[config.mk]
export PLATFORM = sky130hd
export DESIGN_NAME = ps2_mouse_init_and_packet_decoder
export DESIGN_NICKNAME = d
export VERILOG_FILES = /design/src/design/ps2m_pkg.sv /design/src/design/ps2_mouse_init_and_packet_decoder.sv
export SDC_FILE = /design/constraint.sdc
export NUM_CORES = 1
export LEC_CHECK = 0
export ABC_AREA = 1
export BUFFER_PORTS_ARGS = -buffer_cell sky130_fd_sc_hd__buf_2
export CAP_MARGIN = 0
export CORE_UTILIZATION = 56
export CTS_CLUSTER_DIAMETER = 40
export DETAILED_ROUTE_END_ITERATION = 10
export PLACE_DENSITY = 0.79
export RECOVER_POWER = 50
export SYNTH_ARGS = -nofsm -noshare
export SYNTH_HDL_FRONTEND = slang
export SYNTH_SLANG_ARGS = --single-unit
[constraint.sdc]
create_clock -name aclk -period 2.8 [get_ports aclk]
set_input_delay 0.84 -clock aclk [delete_from_list [all_inputs] [get_ports aclk]]
set_output_delay 0.84 -clock aclk [all_outputs]
set_load 0.005 [all_outputs]
[src/design/ps2m_pkg.sv]
// ----------------------------------------------------------------------------
// ps2m_pkg
// shared constants for the ps/2 mouse start-up sequencer and packet decoder
// ----------------------------------------------------------------------------
package ps2m_pkg;

    // received byte and result payload widths
    localparam int RxW   = 8;
    localparam int OutDw = 40;

    // bytes seen from the mouse
    localparam logic [7:0] RX_ACK       = 8'hFA;
    localparam logic [7:0] RX_BAT_PASS  = 8'hAA;
    localparam logic [7:0] ID_STANDARD  = 8'h00;
    localparam logic [7:0] ID_WHEEL     = 8'h03;
    localparam logic [7:0] HDR_MASK     = 8'hC8;
    localparam logic [7:0] HDR_MATCH    = 8'h08;

    // bytes sent to the mouse
    localparam logic [7:0] CMD_SET_RATE = 8'hF3;
    localparam logic [7:0] CMD_GET_ID   = 8'hF2;
    localparam logic [7:0] CMD_ENABLE   = 8'hF4;
    localparam logic [7:0] CMD_RESET    = 8'hFF;
    localparam logic [7:0] RATE_200     = 8'd200;
    localparam logic [7:0] RATE_100     = 8'd100;
    localparam logic [7:0] RATE_80      = 8'd80;

    // result kinds carried on tuser
    localparam logic KIND_CMD    = 1'b0;
    localparam logic KIND_REPORT = 1'b1;

    // result tdata layout
    localparam int CMD_LSB    = 0;
    localparam int STATUS_LSB = 8;
    localparam int X_LSB      = 16;
    localparam int Y_LSB      = 25;
    localparam int WHEEL_LSB  = 35;
    localparam int HASW_BIT   = 39;

    // sequencer phase codes
    localparam logic [4:0] PH_WAIT_ACK  = 5'd0;
    localparam logic [4:0] PH_WAIT_BAT  = 5'd1;
    localparam logic [4:0] PH_KNOCK0    = 5'd2;
    localparam logic [4:0] PH_KNOCK1    = 5'd3;
    localparam logic [4:0] PH_KNOCK2    = 5'd4;
    localparam logic [4:0] PH_KNOCK3    = 5'd5;
    localparam logic [4:0] PH_KNOCK4    = 5'd6;
    localparam logic [4:0] PH_KNOCK5    = 5'd7;
    localparam logic [4:0] PH_WAIT_ID   = 5'd8;
    localparam logic [4:0] PH_STD_ACK   = 5'd10;
    localparam logic [4:0] PH_STD_HDR   = 5'd11;
    localparam logic [4:0] PH_STD_X     = 5'd12;
    localparam logic [4:0] PH_STD_Y     = 5'd13;
    localparam logic [4:0] PH_WHL_ACK   = 5'd20;
    localparam logic [4:0] PH_WHL_HDR   = 5'd21;
    localparam logic [4:0] PH_WHL_X     = 5'd22;
    localparam logic [4:0] PH_WHL_Y     = 5'd23;
    localparam logic [4:0] PH_WHL_Z     = 5'd24;

endpackage

[src/design/ps2_mouse_init_and_packet_decoder.sv]
// ----------------------------------------------------------------------------
// ps2_mouse_init_and_packet_decoder
// host-side ps/2 mouse start-up sequencer and movement packet decoder
// ----------------------------------------------------------------------------
// usage
//   s_axis: one byte received from the mouse per transaction (s_tdata)
//   m_axis: one result per transaction; m_tuser gives the kind
//     kind 0: command byte to transmit to the mouse (rest of tdata is zero)
//     kind 1: movement report (status, x, negated y, wheel, wheel flag)
//   start-up: wait for ack then self-test pass, send the 200/100/80 sample
//   rate knock, ask for the id; id 0 gives 3-byte packets, id 3 gives 4-byte
//   packets with wheel, anything else sends reset again
//   not every byte produces a result: acks, sync bytes and packet body bytes
//   are absorbed silently
// timing
//   one byte per cycle sustained while m_tready stays high; a result is
//   registered onto m_axis through the input register, then the result register
//   the decode of one byte is a single pass of logic between those registers
// reset / stall
//   aresetn low returns to waiting for the reset acknowledge, mouse type back
//   to three-button, both stages emptied
//   while m_tready is low a held result stays put; the input register still
//   takes one byte, then s_tready drops until the result is taken
// ----------------------------------------------------------------------------
module ps2_mouse_init_and_packet_decoder (
    input  logic                         aclk,
    input  logic                         aresetn,
    // slave side: received bytes
    input  logic                         s_tvalid,
    output logic                         s_tready,
    input  logic [ps2m_pkg::RxW-1:0]     s_tdata,   // [7:0] rx_byte
    // master side: commands and reports
    output logic                         m_tvalid,
    input  logic                         m_tready,
    output logic [ps2m_pkg::OutDw-1:0]   m_tdata,   // [7:0] command_byte,
                                                    // [15:8] status_byte,
                                                    // [24:16] move_x,
                                                    // [34:25] move_y,
                                                    // [38:35] wheel,
                                                    // [39] has_wheel
    output logic                         m_tuser    // [0] result_kind
);
    import ps2m_pkg::*;

    // input register
    logic             in_valid_reg, in_valid_next;
    logic [RxW-1:0]   in_byte_reg;

    // decoder state
    logic [4:0]       phase_reg, phase_next;
    logic             wheel_type_reg, wheel_type_next;
    logic [7:0]       hdr_reg, x_reg, y_reg;    // packet bytes, no reset needed
    logic             hdr_we, x_we, y_we;

    // result register
    logic             out_valid_reg, out_valid_next;
    logic [OutDw-1:0] out_data_reg;
    logic             out_kind_reg;

    // decoded result of the byte in the input register
    logic             res_valid;
    logic             res_kind;
    logic [OutDw-1:0] res_data;

    logic             out_free;   // result register can take a new result
    logic             advance;    // input register byte is decoded this cycle
    logic             is_ack;
    logic             is_hdr;

    // report fields
    logic [7:0]       rep_y_byte;
    logic [3:0]       rep_wheel;
    logic             rep_has_wheel;
    logic [8:0]       rep_x;
    logic [9:0]       rep_y;

    assign out_free = !out_valid_reg || m_tready;
    assign advance  = in_valid_reg && out_free;
    assign s_tready = !in_valid_reg || out_free;

    assign is_ack = (in_byte_reg == RX_ACK);
    assign is_hdr = ((in_byte_reg & HDR_MASK) == HDR_MATCH);

    // x sign from header bit 4, y sign from header bit 5, y negated for screen
    assign rep_x = {hdr_reg[4], x_reg};
    assign rep_y = 10'd0 - {{2{hdr_reg[5]}}, rep_y_byte};

    // phase sequencer and result select
    always_comb begin
        phase_next      = phase_reg;
        wheel_type_next = wheel_type_reg;
        hdr_we          = 1'b0;
        x_we            = 1'b0;
        y_we            = 1'b0;
        res_valid       = 1'b0;
        res_kind        = KIND_CMD;
        res_data        = '0;
        rep_y_byte      = y_reg;
        rep_wheel       = 4'd0;
        rep_has_wheel   = 1'b0;

        unique case (phase_reg)
            PH_WAIT_ACK: begin
                if (is_ack) phase_next = PH_WAIT_BAT;
            end
            PH_WAIT_BAT: begin
                if (in_byte_reg == RX_BAT_PASS) begin
                    phase_next = PH_KNOCK0;
                    res_valid  = 1'b1;
                    res_data[CMD_LSB +: 8] = CMD_SET_RATE;
                end
            end
            PH_KNOCK0: begin
                if (is_ack) begin
                    phase_next = PH_KNOCK1;
                    res_valid  = 1'b1;
                    res_data[CMD_LSB +: 8] = RATE_200;
                end
            end
            PH_KNOCK1: begin
                if (is_ack) begin
                    phase_next = PH_KNOCK2;
                    res_valid  = 1'b1;
                    res_data[CMD_LSB +: 8] = CMD_SET_RATE;
                end
            end
            PH_KNOCK2: begin
                if (is_ack) begin
                    phase_next = PH_KNOCK3;
                    res_valid  = 1'b1;
                    res_data[CMD_LSB +: 8] = RATE_100;
                end
            end
            PH_KNOCK3: begin
                if (is_ack) begin
                    phase_next = PH_KNOCK4;
                    res_valid  = 1'b1;
                    res_data[CMD_LSB +: 8] = CMD_SET_RATE;
                end
            end
            PH_KNOCK4: begin
                if (is_ack) begin
                    phase_next = PH_KNOCK5;
                    res_valid  = 1'b1;
                    res_data[CMD_LSB +: 8] = RATE_80;
                end
            end
            PH_KNOCK5: begin
                if (is_ack) begin
                    phase_next = PH_WAIT_ID;
                    res_valid  = 1'b1;
                    res_data[CMD_LSB +: 8] = CMD_GET_ID;
                end
            end
            PH_WAIT_ID: begin
                // a late ack is skipped; unknown ids restart with reset
                if (!is_ack) begin
                    res_valid = 1'b1;
                    if (in_byte_reg == ID_STANDARD) begin
                        wheel_type_next = 1'b0;
                        phase_next      = PH_STD_ACK;
                        res_data[CMD_LSB +: 8] = CMD_ENABLE;
                    end else if (in_byte_reg == ID_WHEEL) begin
                        wheel_type_next = 1'b1;
                        phase_next      = PH_WHL_ACK;
                        res_data[CMD_LSB +: 8] = CMD_ENABLE;
                    end else begin
                        phase_next = PH_WAIT_ACK;
                        res_data[CMD_LSB +: 8] = CMD_RESET;
                    end
                end
            end
            PH_STD_ACK: begin
                if (is_ack) phase_next = PH_STD_HDR;
            end
            PH_STD_HDR: begin
                if (is_hdr) begin
                    hdr_we     = 1'b1;
                    phase_next = PH_STD_X;
                end
            end
            PH_STD_X: begin
                x_we       = 1'b1;
                phase_next = PH_STD_Y;
            end
            PH_STD_Y: begin
                // y byte goes straight into the report
                y_we       = 1'b1;
                phase_next = PH_STD_HDR;
                rep_y_byte = in_byte_reg;
                res_valid  = 1'b1;
                res_kind   = KIND_REPORT;
            end
            PH_WHL_ACK: begin
                if (is_ack) phase_next = PH_WHL_HDR;
            end
            PH_WHL_HDR: begin
                if (is_hdr) begin
                    hdr_we     = 1'b1;
                    phase_next = PH_WHL_X;
                end
            end
            PH_WHL_X: begin
                x_we       = 1'b1;
                phase_next = PH_WHL_Y;
            end
            PH_WHL_Y: begin
                y_we       = 1'b1;
                phase_next = PH_WHL_Z;
            end
            PH_WHL_Z: begin
                phase_next    = PH_WHL_HDR;
                rep_wheel     = in_byte_reg[3:0];
                rep_has_wheel = 1'b1;
                res_valid     = 1'b1;
                res_kind      = KIND_REPORT;
            end
            default: begin
                // unused phase codes hold
            end
        endcase

        if (res_kind == KIND_REPORT) begin
            res_data[STATUS_LSB +: 8] = hdr_reg;
            res_data[X_LSB +: 9]      = rep_x;
            res_data[Y_LSB +: 10]     = rep_y;
            res_data[WHEEL_LSB +: 4]  = rep_wheel;
            res_data[HASW_BIT]        = rep_has_wheel;
        end
    end

    always_comb begin
        in_valid_next = in_valid_reg;
        if (s_tvalid && s_tready) begin
            in_valid_next = 1'b1;
        end else if (advance) begin
            in_valid_next = 1'b0;
        end

        out_valid_next = out_valid_reg;
        if (advance) begin
            out_valid_next = res_valid;
        end else if (m_tready) begin
            out_valid_next = 1'b0;
        end
    end

    // control state
    always_ff @(posedge aclk) begin
        if (!aresetn) begin
            in_valid_reg   <= 1'b0;
            out_valid_reg  <= 1'b0;
            phase_reg      <= PH_WAIT_ACK;
            wheel_type_reg <= 1'b0;
        end else begin
            in_valid_reg  <= in_valid_next;
            out_valid_reg <= out_valid_next;
            if (advance) begin
                phase_reg      <= phase_next;
                wheel_type_reg <= wheel_type_next;
            end
        end
    end

    // payload
    always_ff @(posedge aclk) begin
        if (s_tvalid && s_tready) in_byte_reg <= s_tdata;
        if (advance && hdr_we)    hdr_reg     <= in_byte_reg;
        if (advance && x_we)      x_reg       <= in_byte_reg;
        if (advance && y_we)      y_reg       <= in_byte_reg;
        if (advance && res_valid) begin
            out_data_reg <= res_data;
            out_kind_reg <= res_kind;
        end
    end

    assign m_tvalid = out_valid_reg;
    assign m_tdata  = out_data_reg;
    assign m_tuser  = out_kind_reg;

endmodule

==> run summary, run 1 <==
Final worst slack - 0.3929 ns
# port buffers - 54
Unrepaired setup endpoints after global routing - false
Max FFs per register - 39
CP Launch Type - flip-flop
I/O pin total - 55
# H-tree levels - 3
Period minus WS final - 2.407 ns
Top delay family on crit path - simple AND/OR/NAND/NOR gates
DIE HEIGHT - 82.22 um
Total power - 2.949 mW
TritonRoute pass-1 iters - 5
Pre-CTS setup slack - 0.5076 ns
Fin crit share - 85.97%
WP data required - 2.85 ns
DR WL/cell - 15.05 um
Routability congestion estimate - 0.9239
Num rows - 28
Ys Warns - 0
Lkg Pwr - 1.887 nW
Worst-margin pin slew - 0.7112 ns
VDD IR max - 494.1 uV
Endpoint class of the critical path - flip-flop
Post-DRT Antenna Nets - 0
FFs w/ async S/R, synth - 0%
Switch Pwr - 0.8587 mW
Final hold vios - 0
Final Skew - 0.008945 ns
Worst-path maximum fanout - 40
Max Fclk - 0.4154 GHz
Max Cap Viol - 0
Clock network power share - 35.9%
Sw Share - 29.12%
Antenna diode count - 0
Max-slew violations - 0
Critical path class - reg -> reg
Reg power frac - 47.1%
Postcts setup bufs - 0
Count leader, synth - nand2_1
Area of the multi-input gates - 0.001059 sq mm
Outcome - completed
Fillers - 488
Root buf cell - clkbuf_8
Fin nets - 446
Area contributors post-synth - edfxtp_1, nand2_1, nor2_1, inv_1, dfxtp_1
Initial Util - 59.45%
Largest net degree at the start of global routing - 41
DRC - 0
Via density per instance - 5.466
R2r startpoint - phase_reg[3]
Synth cell types - 26
CTS clk-pin slew, worst paths - 0.08 ns
Synthesized flop and latch total - 79
GRT Util Overall - 25.41%
Max incr delay on CP - 0.53 ns
GR Overflow Total - 0
Area growth syn-to-layout - 15.87%
Die Wd - 82.22 um
Initial antenna violation count - 0
Post-synth top area share - 60.00%
Clk buf depth - 2
Tightest Hold Check Type - reg -> reg
Placed wire-length estimate - 5335 um
Post-synth top flop - edfxtp_1
Hold_buf cts - 0
Mean Syn Cell Area - 9.739 sq um
Post-synth EDFFs - 72
Most common cell on crit path - inv_1
PwrDens - 706.3 mW/mm^2
Comb pwr share - 17.0%
Register area share after synthesis - 63.89%
Layout cells sized above 1 - 15.30%
Post-synth top area cell - edfxtp_1
Fin Setup TNS - 0 ns
CP Data Arrival Time - 2.46 ns
Worst hold slack - 0.5518 ns
Die area - 0.006759 sq mm
Iter 0 DRT Violations - 256
Int Pwr - 2.090 mW
Post-synth net total - 383
CTS sink cnt - 79
Clk Latency, worst-skew pair - 0.36 ns
Core area - 0.006061 sq mm
Sequence of cells on the critical path - nand2_1, inv_1, nand3_2, nand2_1, inv_1, nand3_1, o21ai_0, inv_1, buf_12
Setup crit start - phase_reg[3]
Hold Crit Start - x_reg[4]
Vias in the first global route - 2719
Total Wirelength - 7722 um
Most common library cells after synthesis - nand2_1, edfxtp_1, nor2_1, inv_1, nand3_1
Post-Syn Area - 0.003603 sq mm
First-pass GRT wire length - 12320 um
Register area - 0.002302 sq mm
Synth Instances - 370
CP max-delay cell - dfxtp_1
Vias - 2804
CTS Buf Count - 9
Slew HR - 52.41%
Cts repair resizes - 0
CTS tree - built
Worst path buffer plus inverter count - 4
Final Setup Violations - 0
## layer usage
metal | up-vias | GRT usage (%) | part of all wire, %
li1 | 1340 | - | -
met1 | 1293 | 30.59 | 42
met2 | 137 | 42.31 | 49
met3 | 34 | 6.484 | 6.0
met4 | 0 | 12.63 | 3.6
met5 | - | 0 | 0
## through the flow
stage,instances,cell area [sq um],utilization [%]
final,513,4175,68.89
after global routing,513,4175,68.89
after CTS,513,4223,69.67
after floorplan,370,3603,-
after global placement,497,3971,65.52
after detailed placement,497,3971,65.52
## power groups by stage
stage	Combinational, mW	Sequential (mW)	Clock [mW]
2_1_floorplan	0.401	1.39	0
3_3_place_gp	0.505	1.41	0
3_5_place_dp	0.495	1.41	0
4_1_cts	0.498	1.39	1.07
5_1_grt	0.567	1.39	1.12
6_report	0.503	1.39	1.06
## placed cells by master (no fill, tap or decap), drive strengths merged
cell type,n
nand2,84
nand3,27
nor2,77
edfxtp,72
a31oi,2
ha,1
nor3,6
buf,28
a22oi,1
inv,55
nand4,7
o21ai,14
dfxtp,7
a21boi,1
clkbuf,39
bufinv,3
clkinv,2
a21oi,11
o21a,1
## cell type report
class / count / share of cell area (%)
Clock buffer: 9 / 2.967
Clock inverter: 7 / 3.057
Inverter: 53 / 4.765
Multi-Input combinational cell: 232 / 25.35
Sequential cell: 79 / 55.14
Tap cell: 75 / 2.248
Timing Repair Buffer: 58 / 6.473
## worst paths after layout
path	end	slack (ns)	cells past startpoint
max	m_tdata[21]	0.39	9
max reg2reg	m_tdata[21]	0.39	9
min	m_tdata[20]	0.55	2
min reg2reg	m_tdata[20]	0.55	2
## logic make-up (layout without fill, tap and decap cells)
| family | Yosys count | after routing | share of synthesized area [%] |
|---|---|---|---|
| flops | 79 | 79 | 63.89 |
| fa+ha+maj | 1 | 1 | 0.3472 |
| buf+inv | 59 | 127 | 6.597 |
| simple gates | 201 | 201 | 24.31 |
| compound gates | 30 | 30 | 4.861 |
## worst reg2reg max path, delay by kind of cell (launching register included)
family / cells / cell delay [ns]
simple gates: 4 / 0.87
buf+inv: 4 / 0.56
flops: 1 / 0.53
compound gates: 1 / 0.13
(Power assumes the default switching activity.)
==> run 2: changes to the inputs <==
- ABC_AREA: 1 -> unset
- CORE_UTILIZATION: 56 -> 57
- PLACE_DENSITY: 0.79 -> 0.8
==> run summary, run 2 <==
# H-tree levels - 3 (unchanged)
Cts repair resizes - 0 (unchanged)
Clock network power share - 42.9% (was 35.9%)
Tightest Hold Check Type - reg -> reg (unchanged)
Synth Instances - 306 (was 370)
Max FFs per register - 39 (unchanged)
Vias - 2856 (was 2804)
CP Data Arrival Time - 2.65 ns (was 2.46 ns)
Sw Share - 20.19% (was 29.12%)
Die area - 0.006795 sq mm (was 0.006759 sq mm)
Routability congestion estimate - 1.019 (was 0.9239)
Register area - 0.002302 sq mm (unchanged)
Die Wd - 82.43 um (was 82.22 um)
Pre-CTS setup slack - 0.2646 ns (was 0.5076 ns)
R2r startpoint - in_byte_reg[2] (was phase_reg[3])
Fin crit share - 93.12% (was 85.97%)
Most common library cells after synthesis - edfxtp_1, nand2_1, and2_1, a21oi_1, clkbuf_1 (was nand2_1, edfxtp_1, nor2_1, inv_1, nand3_1)
Outcome - completed (unchanged)
Final Instance Count excl. Fillers - 453 (was 513)
Endpoint class of the critical path - flip-flop (unchanged)
Placed wire-length estimate - 5702 um (was 5335 um)
Post-Syn Area - 0.003687 sq mm (was 0.003603 sq mm)
Fin nets - 386 (was 446)
Post-synth net total - 319 (was 383)
Fillers - 444 (was 488)
Post-synth top area cell - edfxtp_1 (unchanged)
Sequence of cells on the critical path - or2_0, nor3_1, nand2_1, o21a_1, a21oi_4, buf_12 (was nand2_1, inv_1, nand3_2, nand2_1, inv_1, nand3_1, o21ai_0, inv_1, buf_12)
Synthesized flop and latch total - 79 (unchanged)
DIE HEIGHT - 82.43 um (was 82.22 um)
Clk Latency, worst-skew pair - 0.36 ns (about the same)
Worst-path maximum fanout - 40 (unchanged)
Clk buf depth - 2 (unchanged)
Hold_buf cts - 0 (unchanged)
Final hold vios - 0 (unchanged)
# port buffers - 54 (unchanged)
Total power - 2.388 mW (was 2.949 mW)
WP depth - 6 (was 9)
Top delay family on crit path - simple AND/OR/NAND/NOR gates (unchanged)
I/O pin total - 55 (unchanged)
Dpl cells - 437 (was 497)
Final Setup Violations - 0 (unchanged)
GR Overflow Total - 0 (unchanged)
Synth cell types - 57 (was 26)
Worst-margin pin slew - 0.5659 ns (was 0.7112 ns)
Fin Setup TNS - 0 ns (unchanged)
Max incr delay on CP - 0.54 ns (was 0.53 ns)
Root buf cell - clkbuf_8 (unchanged)
Core area - 0.006096 sq mm (was 0.006061 sq mm)
Commonest non-fill, non-tap cell in the layout - edfxtp_1 (was nand2_1)
Worst path buffer plus inverter count - 1 (was 4)
Iter 0 DRT Violations - 300 (was 256)
Initial antenna violation count - 0 (unchanged)
Initial Util - 60.49% (was 59.45%)
Critical path class - reg -> reg (unchanged)
Post-synth EDFFs - 72 (unchanged)
DP Area - 0.004153 sq mm (was 0.003971 sq mm)
Most frequent cells in the layout - edfxtp_1, clkbuf_1, buf_2 (was nand2_1, edfxtp_1, nor2_1)
Register area share after synthesis - 62.44% (was 63.89%)
CTS Buf Count - 9 (unchanged)
Final core utilization - 70.81% (was 68.89%)
Reg power frac - 54.6% (was 47.1%)
Switch Pwr - 0.4822 mW (was 0.8587 mW)
CP Launch Type - flip-flop (unchanged)
Final Skew - 0.006918 ns (was 0.008945 ns)
FFs w/ async S/R, synth - 0% (unchanged)
CTS tree - built (unchanged)
Int Pwr - 1.906 mW (was 2.090 mW)
Count leader, synth - edfxtp_1 (was nand2_1)
Num rows - 28 (unchanged)
DR WL/cell - 18.82 um (was 15.05 um)
Vias in the first global route - 2597 (was 2719)
Comb pwr share - 2.5% (was 17.0%)
GRT Util Overall - 27.19% (was 25.41%)
Setup crit start - in_byte_reg[2] (was phase_reg[3])
PwrDens - 553.3 mW/mm^2 (was 706.3 mW/mm^2)
Worst hold slack - 0.5221 ns (was 0.5518 ns)
Area of the multi-input gates - 0.001257 sq mm (was 0.001059 sq mm)
CTS sink cnt - 79 (unchanged)
Slew HR - 62.27% (was 52.41%)
Max Cap Viol - 0 (unchanged)
Postcts setup bufs - 0 (unchanged)
Antenna diode count - 0 (unchanged)
Min-Delay Path Depth - 1 (was 2)
DRC - 0 (unchanged)
Max Fclk - 0.3835 GHz (was 0.4154 GHz)
Layout cells sized above 1 - 14.81% (was 15.30%)
Unrepaired setup endpoints after global routing - false (unchanged)
Ys Warns - 0 (unchanged)
Final worst slack - 0.1928 ns (was 0.3929 ns)
Fin area - 0.004317 sq mm (was 0.004175 sq mm)
Post-synth top flop - edfxtp_1 (unchanged)
TritonRoute pass-1 iters - 6 (was 5)
CP max-delay cell - edfxtp_1 (was dfxtp_1)
R2R depth - 6 (was 9)
First-pass GRT wire length - 13190 um (was 12320 um)
Area growth syn-to-layout - 17.07% (was 15.87%)
Period minus WS final - 2.607 ns (was 2.407 ns)
Area contributors post-synth - edfxtp_1, dfxtp_1, and2_1, mux2i_1, nand2_1 (was edfxtp_1, nand2_1, nor2_1, inv_1, dfxtp_1)
Total Wirelength - 8525 um (was 7722 um)
Mean Syn Cell Area - 12.05 sq um (was 9.739 sq um)
Post-synth top area share - 58.64% (was 60.00%)
Hold Crit Start - hdr_reg[1] (was x_reg[4])
Via density per instance - 6.305 (was 5.466)
WP data required - 2.84 ns (was 2.85 ns)
VDD IR max - 496.6 uV (was 494.1 uV)
Post-DRT Antenna Nets - 0 (unchanged)
CTS clk-pin slew, worst paths - 0.08 ns (about the same)
Max-slew violations - 0 (unchanged)
Largest net degree at the start of global routing - 41 (unchanged)
Lkg Pwr - 1.601 nW (was 1.887 nW)
run 2: changes by cell type in the layout (fill, tap and decap cells not counted), moves of 8 or more:
| cell | before | now |
|---|---|---|
| and2_1 | 0 | 18 |
| buf_4 | 1 | 13 |
| clkbuf_1 | 30 | 40 |
| inv_1 | 48 | 9 |
| mux2i_1 | 0 | 10 |
| nand2_1 | 82 | 22 |
| nand3_1 | 26 | 7 |
| nor2_1 | 68 | 12 |
| nor2b_1 | 0 | 8 |
| nor3_1 | 4 | 13 |
run 2: path summary, 6_finish.rpt:
path | to | slack [ns]
worst max-delay path | m_tdata[4] | 0.19
worst min-delay path | m_tdata[9] | 0.52
worst max register to register | m_tdata[4] | 0.19
worst min register to register | m_tdata[9] | 0.52
run 2: cell type report:
cell class / instances / share of cell area [%]
clock inverter: 6 / 2.667
tap: 75 / 2.174
inverter: 10 / 0.8696
sequential: 79 / 53.33
timing repair buffer: 77 / 8.870
multi-input combinational: 196 / 29.13
clock buffer: 10 / 2.957
run 2: layer usage:
| layer | global-route usage (%) | part of all wire [%] |
|---|---|---|
| met5 | 0 | 0 |
| met4 | 8.421 | 1.8 |
| met3 | 6.154 | 8.4 |
| met2 | 44.96 | 50 |
| met1 | 35.61 | 40 |
run 2: cells by family (layout without fill, tap and decap cells):
kind of cell               after synthesis  after routing  share of synthesized area (%)
muxes                                   11             11                          3.020
adders and majority gates                2              2                         0.6107
xor gates and xnor gates                 7              7                          1.663
and+or+nand+nor                        114            114                          17.34
AOI/OAI and AO/OA                       62             62                          11.33
DFF                                     79             79                          62.44
buffers and inverters                   31            103                          3.597
run 2: worst reg2reg max path: stages (launching register included):
cell and delay (ns):
edfxtp_1 0.54, or2_0 0.38, nor3_1 0.43, nand2_1 0.20
o21a_1 0.28, a21oi_4 0.19, buf_12 0.24
run 2: power by group through the flow:
stage | logic (mW) | clock network (mW) | registers, mW
2_1_floorplan | 0.0327 | 0 | 1.33
3_3_place_gp | 0.0623 | 0 | 1.33
3_5_place_dp | 0.0625 | 0 | 1.33
4_1_cts | 0.0638 | 1.03 | 1.30
5_1_grt | 0.0650 | 1.07 | 1.30
6_report | 0.0602 | 1.02 | 1.30
